`src/rtl/core/aso_pkg.sv`:
```
// Shared constants and types of the actuator scale, offset and clip block.
package aso_pkg;

	localparam int MAX_ACTUATORS = 4096;
	localparam int TALLY_W       = 14;
	localparam int TALLY_CAP_I   = (2 * MAX_ACTUATORS > 16383) ? 16383 : 2 * MAX_ACTUATORS;
	localparam logic [TALLY_W-1:0] TALLY_CAP = TALLY_CAP_I[TALLY_W-1:0];

	localparam logic MODE_CODE  = 1'b0;
	localparam logic MODE_FIXED = 1'b1;

	localparam logic signed [31:0] SAT_POS = 32'sh7FFF_FFFF;
	localparam logic signed [31:0] SAT_NEG = 32'sh8000_0000;

	// result of the rounding and limit stage
	typedef struct packed {
		logic [31:0] cmd;
		logic [1:0]  events;
	} lim_res_t;

endpackage

```
`src/rtl/core/aso_mul.sv`:
```
// Shared signed 32x32 multiplier with registered product.
module aso_mul import aso_pkg::*; (
	input  logic               clk,
	input  logic               en,
	input  logic signed [31:0] op_a,
	input  logic signed [31:0] op_b,
	output logic signed [63:0] prod_q
);

	always_ff @(posedge clk) begin
		if (en) begin
			prod_q <= op_a * op_b;
		end
	end

endmodule

```
`src/rtl/core/aso_limit.sv`:
```
// Rounding to integer code in code mode, and min/max clamping with clip event count.
module aso_limit import aso_pkg::*; (
	input  logic               mode,
	input  logic signed [31:0] v,
	input  logic        [15:0] lo,
	input  logic        [15:0] hi,
	output lim_res_t           res
);

	logic signed [32:0] t;
	logic signed [16:0] code;
	logic signed [16:0] lo_c;
	logic signed [16:0] hi_c;
	logic signed [32:0] vx;
	logic signed [32:0] lq;
	logic signed [32:0] hq;
	logic               below;
	logic               above;

	// v + 0.5, then truncate toward zero
	assign t    = {v[31], v} + 33'sd32768;
	assign code = t[32:16] + {16'd0, t[32] & (|t[15:0])};
	assign lo_c = $signed({1'b0, lo});
	assign hi_c = $signed({1'b0, hi});

	assign vx = {v[31], v};
	assign lq = $signed({1'b0, lo, 16'd0});
	assign hq = $signed({1'b0, hi, 16'd0});

	always_comb begin
		if (mode == MODE_CODE) begin
			below = code < lo_c;
			above = code > hi_c;
		end else begin
			below = vx < lq;
			above = vx > hq;
		end
		res.events = {1'b0, below} + {1'b0, above};
		if (mode == MODE_CODE) begin
			res.cmd = {16'd0, code[15:0]};
			if (below) begin
				res.cmd = {16'd0, lo};
			end
			if (above) begin
				res.cmd = {16'd0, hi};
			end
		end else begin
			res.cmd = v;
			// limits of 32768 and up do not fit Q16.16
			if (below) begin
				res.cmd = lo[15] ? SAT_POS : {lo, 16'd0};
			end
			if (above) begin
				res.cmd = hi[15] ? SAT_POS : {hi, 16'd0};
			end
		end
	end

endmodule

```
`src/rtl/core/actuator_scale_offset_clip.sv`:
```
// Top level: sequencer around one shared multiplier, clamp stage and frame tally.
//
//  channel  dir  handshake                      payload
//  s_axis   in   s_axis_tvalid/s_axis_tready    tdata 136b, tlast = frame_end
//  m_axis   out  m_axis_tvalid/m_axis_tready    tdata 48b,  tlast = frame_done
//  cfg      in   cfg_we                         cfg_wdata = output_mode
//
// An item steps through the MUL, ADD and CLIP states; with square_enable the second
// pass through the multiplier adds SQR and SQS before CLIP. Both passes use the one multiplier.
// s_axis_tready is high only while the sequencer is idle.
// A result waiting in the output register only stalls the clamp step.
// Reset clears mode, tally, sequencer and output valid.
module actuator_scale_offset_clip import aso_pkg::*; (
	input  logic         clk,
	input  logic         arst_n,
	input  logic         s_axis_tvalid,
	output logic         s_axis_tready,
	// demand[31:0], gain[63:32], bias[95:64], square_enable[96],
	// code_min[112:97], code_max[128:113], zero pad[135:129]
	input  logic [135:0] s_axis_tdata,
	input  logic         s_axis_tlast,
	output logic         m_axis_tvalid,
	input  logic         m_axis_tready,
	// command[31:0], clip_events[33:32], frame_clip_total[47:34]
	output logic [47:0]  m_axis_tdata,
	output logic         m_axis_tlast,
	input  logic         cfg_we,
	input  logic         cfg_wdata
);

	localparam logic [2:0] ST_IDLE = 3'd0;
	localparam logic [2:0] ST_MUL  = 3'd1;
	localparam logic [2:0] ST_ADD  = 3'd2;
	localparam logic [2:0] ST_SQR  = 3'd3;
	localparam logic [2:0] ST_SQS  = 3'd4;
	localparam logic [2:0] ST_CLIP = 3'd5;

	logic [2:0]          state_q;
	logic                mode_q;
	logic [TALLY_W-1:0]  tally_q;

	logic signed [31:0]  demand_q;
	logic signed [31:0]  gain_q;
	logic signed [31:0]  bias_q;
	logic                sq_q;
	logic [15:0]         lo_q;
	logic [15:0]         hi_q;
	logic                fend_q;
	logic signed [31:0]  v_q;

	logic                out_valid_q;
	logic [47:0]         out_data_q;
	logic                out_last_q;

	logic                accept;
	logic                out_free;
	logic                mul_en;
	logic signed [31:0]  mul_a;
	logic signed [31:0]  mul_b;
	logic signed [63:0]  prod_q;
	logic signed [48:0]  sum;
	logic signed [31:0]  sum_sat;
	logic signed [31:0]  sq_sat;
	lim_res_t            lim;
	logic [TALLY_W:0]    tally_sum;
	logic [TALLY_W-1:0]  tally_next;

	assign s_axis_tready = (state_q == ST_IDLE);
	assign accept        = s_axis_tvalid && s_axis_tready;
	assign out_free      = !out_valid_q || m_axis_tready;

	assign mul_en = (state_q == ST_MUL) || (state_q == ST_SQR);
	assign mul_a  = (state_q == ST_SQR) ? v_q : demand_q;
	assign mul_b  = (state_q == ST_SQR) ? v_q : gain_q;

	aso_mul u_mul (
		.clk    (clk),
		.en     (mul_en),
		.op_a   (mul_a),
		.op_b   (mul_b),
		.prod_q (prod_q)
	);

	// floor(p / 65536) + bias, saturated to int32
	assign sum = {prod_q[63], prod_q[63:16]} + {{17{bias_q[31]}}, bias_q};
	always_comb begin
		if (sum > 49'sh0_7FFF_FFFF) begin
			sum_sat = SAT_POS;
		end else if (sum < -49'sh0_8000_0000) begin
			sum_sat = SAT_NEG;
		end else begin
			sum_sat = sum[31:0];
		end
	end

	// square is never negative
	assign sq_sat = (|prod_q[63:47]) ? SAT_POS : prod_q[47:16];

	aso_limit u_limit (
		.mode (mode_q),
		.v    (v_q),
		.lo   (lo_q),
		.hi   (hi_q),
		.res  (lim)
	);

	assign tally_sum  = {1'b0, tally_q} + {{(TALLY_W - 1){1'b0}}, lim.events};
	assign tally_next = (tally_sum > {1'b0, TALLY_CAP}) ? TALLY_CAP : tally_sum[TALLY_W-1:0];

	always_ff @(posedge clk or negedge arst_n) begin
		if (!arst_n) begin
			mode_q <= MODE_CODE;
		end else if (cfg_we) begin
			mode_q <= cfg_wdata;
		end
	end

	always_ff @(posedge clk or negedge arst_n) begin
		if (!arst_n) begin
			state_q     <= ST_IDLE;
			tally_q     <= '0;
			out_valid_q <= 1'b0;
		end else begin
			if (out_valid_q && m_axis_tready) begin
				out_valid_q <= 1'b0;
			end
			unique case (state_q)
				ST_IDLE: begin
					if (accept) begin
						state_q <= ST_MUL;
					end
				end
				ST_MUL: state_q <= ST_ADD;
				ST_ADD: state_q <= sq_q ? ST_SQR : ST_CLIP;
				ST_SQR: state_q <= ST_SQS;
				ST_SQS: state_q <= ST_CLIP;
				ST_CLIP: begin
					if (out_free) begin
						out_valid_q <= 1'b1;
						tally_q     <= fend_q ? '0 : tally_next;
						state_q     <= ST_IDLE;
					end
				end
				default: state_q <= ST_IDLE;
			endcase
		end
	end

	always_ff @(posedge clk) begin
		if (accept) begin
			demand_q <= s_axis_tdata[31:0];
			gain_q   <= s_axis_tdata[63:32];
			bias_q   <= s_axis_tdata[95:64];
			sq_q     <= s_axis_tdata[96];
			lo_q     <= s_axis_tdata[112:97];
			hi_q     <= s_axis_tdata[128:113];
			fend_q   <= s_axis_tlast;
		end
		if (state_q == ST_ADD) begin
			v_q <= sum_sat;
		end else if (state_q == ST_SQS) begin
			v_q <= sq_sat;
		end
		if (state_q == ST_CLIP && out_free) begin
			out_data_q <= {(fend_q ? tally_next : {TALLY_W{1'b0}}), lim.events, lim.cmd};
			out_last_q <= fend_q;
		end
	end

	assign m_axis_tvalid = out_valid_q;
	assign m_axis_tdata  = out_data_q;
	assign m_axis_tlast  = out_last_q;

endmodule

```
`config.mk`:
```
export PLATFORM = sky130hd
export DESIGN_NAME = actuator_scale_offset_clip
export DESIGN_NICKNAME = d
export VERILOG_FILES = /design/src/rtl/core/aso_pkg.sv /design/src/rtl/core/aso_mul.sv /design/src/rtl/core/aso_limit.sv /design/src/rtl/core/actuator_scale_offset_clip.sv
export SDC_FILE = /design/constraint.sdc
export NUM_CORES = 2
export LEC_CHECK = 0
export ABC_CLOCK_PERIOD_IN_PS = 10290
export CORE_ASPECT_RATIO = 1.1
export CORE_MARGIN = 1
export CORE_UTILIZATION = 40
export DETAILED_ROUTE_END_ITERATION = 6
export DONT_BUFFER_PORTS = 1
export PLACE_DENSITY_LB_ADDON = 0.1
export SYNTH_ARGS = -nofsm -noshare
export SYNTH_HDL_FRONTEND = slang
export SYNTH_SLANG_ARGS = --single-unit
```
`constraint.sdc`:
```
create_clock -name clk -period 10.29 [get_ports clk]
set_input_delay 0 -clock clk [delete_from_list [all_inputs] [get_ports clk]]
set_output_delay 0 -clock clk [all_outputs]
set_load 0.02 [all_outputs]
```
==> metrics.md <==
| Metric | Value |
|---|---|
| Die Y | 376 µm |
| CP Launch Type | flip-flop |
| CTS buffer count | 34 |
| Fill cells | 12300 |
| Hold Vio Cnt, Final | 0 |
| Crit path max-delay family | adder cells |
| Reg2Reg Launch Point | state_q[1] |
| Vias per cell | 5.34 |
| R2r endpoint | u_mul.prod_q[57] |
| Area grow syn2layout | 10.6% |
| Crit path from | state_q[1] |
| Wire per inst | 24.8 µm |
| Core Util, Final | 44.8% |
| DRC viols | 56 |
| CTS tree | yes |
| #FFs+latches synth | 278 |
| Most used DFF post-synth | edfxtp_1 |
| Die X | 342 µm |
| Global-route wire length before repair | 267000 µm |
| Ys async rst share | 6.83% |
| Starting density of the core | 40.5% |
| Number of distinct library cells after synthesis | 82 |
| Initial DRC count | 2947 |
| Relative slew slack | 20.4% |
| Status | finished, violations left |
| Critical Path RT | 10.61 ns |
| Io pins | 194 |
| Mapped Nets | 6946 |
| CP arrival | 10.07 ns |
| Post-synthesis sequential area ratio | 16.2% |
| Routed vias | 38700 |
| Reg2Reg Setup Slack | 0.54 ns |
| Post-synth top area cell | fa_1 |
| Total track usage | 28.6% |
| Crit Path Max Fanout | 71 |
| Wirelength, routed | 179000 µm |
| Endpoints failing setup | 0 |
| Share of post-route cells with drive strength above 1 | 5.39% |
| CP dominant cell by count | fa_1 |
| Crit. path cell count | 27 |
| Layout net count | 7081 |
| Number of synthesized flops with an enable pin | 259 |
| Maximum clock rate | 0.103 GHz |
| Clock Latency Late Sink | 0.61 ns |
| Cells after synthesis | 5424 |
| Final Cycle Share | 94.8% |
| Detailed Place HPWL | 149000 µm |
| Drt pass-1 iters | 7 |
| Initial antenna violation count | 0 |
| Hold crit path type | in -> reg |
| Maxcap violations | 0 |
| CTS Buffer Depth | 3 |
| Yosys top cell area share | 42.7% |
| Crit Path Class | reg -> reg |
| Tmin final | 9.75 ns |
| CORE AREA | 0.126 mm² |
| RSZ-0062 raised after global routing | false |
| R2r worst-path depth | 27 |
| Max-slew violations | 0 |
| GRT overflow | 0 |
| Clock Skews | 0.0458 ns |
| CP endpoint kind | flip-flop |
| Number of global-route vias before repair | 41200 |
| Failing checks | DRC |
| Die area | 0.128 mm² |
| Most common cell in the netlist | fa_1 |
| Top cells by area, synth | fa_1 43%, edfxtp_1 15%, inv_1 7.6%, ha_1 7.3%, nand2_1 6.0% |
| Gpl congestion | 0.935 |
| Post-Syn Area | 0.0508 mm² |
| Clock-pin slew on the worst setup and hold paths | 0.07 ns |
| Root Buffer | clkbuf_16 |
| Max incr delay on CP | 0.69 ns |
| CTS Sinks | 278 |
| Port Buffer Count | 0 |
| Post-synth top cells | 1083 x fa_1, 1029 x inv_1, 811 x nand2_1 |
| Std-Cell Rows | 136 |
| # H-tree levels | 2 |
| Syn avg cell area | 9.37 µm² |
| Largest net degree at the start of global routing | 76 |
| CP endpoint | u_mul.prod_q[57] |
| Worst slew pin tran | 1.19 ns |
| Routed Antenna Nets | 0 |
| Setup_tns | 0 ns |
| CP Buf/Inv Count | 4 |
| Ys Warns | 0 |
| Slowest CP cell | a21oi_1 |
-- how the worst min path moves through the flow --
stage | from | endpoint | slack (ns) | cells past startpoint
6_report | s_axis_tdata[54] | gain_q[22] | 0.03 | 1
5_1_grt | s_axis_tdata[9] | demand_q[9] | 0.009 | 1
4_1_cts | s_axis_tdata[51] | gain_q[19] | 0.0007 | 1
3_5_place_dp | arst_n | tally_q[2] | -0.29 | 0
3_3_place_gp | arst_n | tally_q[2] | -0.29 | 0
2_1_floorplan | arst_n | m_axis_tvalid | -0.30 | 0
-- worst register-to-register path, stage by stage (launching register included) --
cell	delay, ns
dfrtp_1	0.59
nand3b_1	0.20
buf_12	0.24
buf_4	0.34
a21oi_1	0.69
nor2_1	0.15
fa_1	0.45
fa_1	0.49
inv_1	0.05
fa_1	0.46
fa_1	0.51
inv_1	0.05
fa_1	0.56
fa_1	0.43
fa_1	0.46
fa_1	0.65
ha_1	0.34
a21o_1	0.17
a21o_1	0.17
a2111oi_0	0.54
o31ai_1	0.14
a41oi_1	0.57
o21ai_0	0.34
nand2_1	0.16
nand4_1	0.18
a31o_2	0.30
a21oi_1	0.18
xnor2_1	0.08
-- state kept, by name (all words and copies together) (netlist names), 3 cells and up --
name / count
tally_q: 14
gain_q: 32
hi_q: 16
bias_q: 32
lo_q: 16
demand_q: 32
m_axis_tdata: 48
state_q: 3
v_q: 32
u_mul.prod_q: 48
-- kinds of logic (layout without fill, tap and decap cells) --
group / count (synthesis) / in the layout / synth area share, %
adders and majority gates: 1380 / 1380 / 50.0
AOI/OAI and AO/OA: 612 / 612 / 7.55
buffers and inverters: 1271 / 1431 / 9.53
DFF: 278 / 278 / 16.2
muxes: 6 / 6 / 0.121
other: 1 / 2 / 0.00738
and+or+nand+nor: 1741 / 1741 / 14.3
xor gates and xnor gates: 135 / 135 / 2.33
-- routing by layer --
layer / GRT usage [%] / wire length (µm)
met2: 47.1 / 85900
met3: 2.90 / 9360
met4: 15.3 / 11700
met5: 0 / 0
met1: 37.0 / 72500
-- cell type report --
cell class	instances	area, µm²	area share, %
diodes	1	2.50	0.00445
flip-flops and latches	278	8250	14.7
inverters	1031	3870	6.88
repair buffers	339	3050	5.42
clock buffers	40	883	1.57
well taps	1656	2070	3.69
clock inverters	21	208	0.369
multi-input cells	3875	37900	67.4
-- per-stage QoR --
| stage | cell area, µm² | worst slack [ns] | hold slack, ns | cells |
|---|---|---|---|---|
| 6_report | 56200 | 0.540 | 0.0310 | 7241 |
| 5_1_grt | 56200 | 0.0233 | 0.00851 | 7240 |
| 4_1_cts | 56200 | 0.448 | 0.000692 | 7240 |
| 3_5_place_dp | 53500 | 0.494 | -0.295 | 7016 |
| 3_3_place_gp | 53500 | 0.566 | -0.295 | 7016 |
| 2_1_floorplan | 50800 | 0.460 | -0.296 | 5424 |
-- placed cells by master (no fill, tap or decap), types with 9 or more instances in the layout --
cell type / Yosys / layout
o21bai_1: 12 / 10
and3_1: 51 / 51
and2_1: 11 / 11
clkbuf_16: 0 / 34
a31oi_1: 16 / 16
inv_1: 1029 / 1028
nor3_1: 29 / 29
a2111oi_0: 9 / 9
fa_1: 1083 / 1082
o21ai_0: 104 / 104
dfrtp_1: 19 / 19
ha_1: 296 / 296
nand2b_1: 23 / 23
nor2b_1: 21 / 20
o21a_1: 15 / 15
nor4_1: 18 / 18
and4_1: 14 / 14
a21oi_1: 260 / 236
a211oi_1: 11 / 11
nand4_1: 24 / 24
a21oi_2: 9 / 32
dlygate4sd3_1: 0 / 161
nand2_1: 811 / 808
a21o_1: 73 / 73
xor2_1: 44 / 44
nand3_1: 45 / 45
edfxtp_1: 259 / 259
xnor2_1: 91 / 91
buf_4: 1 / 170
o211ai_1: 14 / 14
o31ai_1: 10 / 10
nor2_1: 646 / 646
-- repair_timing --
item | in CTS | in global routing
endpoints found under the hold margin | 153 | 0
hold buffers | 163 | 0
setup endpoints to repair | 0 | 3
gates resized for setup | 0 | 3
setup buffers | 0 | 0
Power is not shown: default switching activity piles up to over one toggle a cycle in this logic, so the estimate is an artifact.
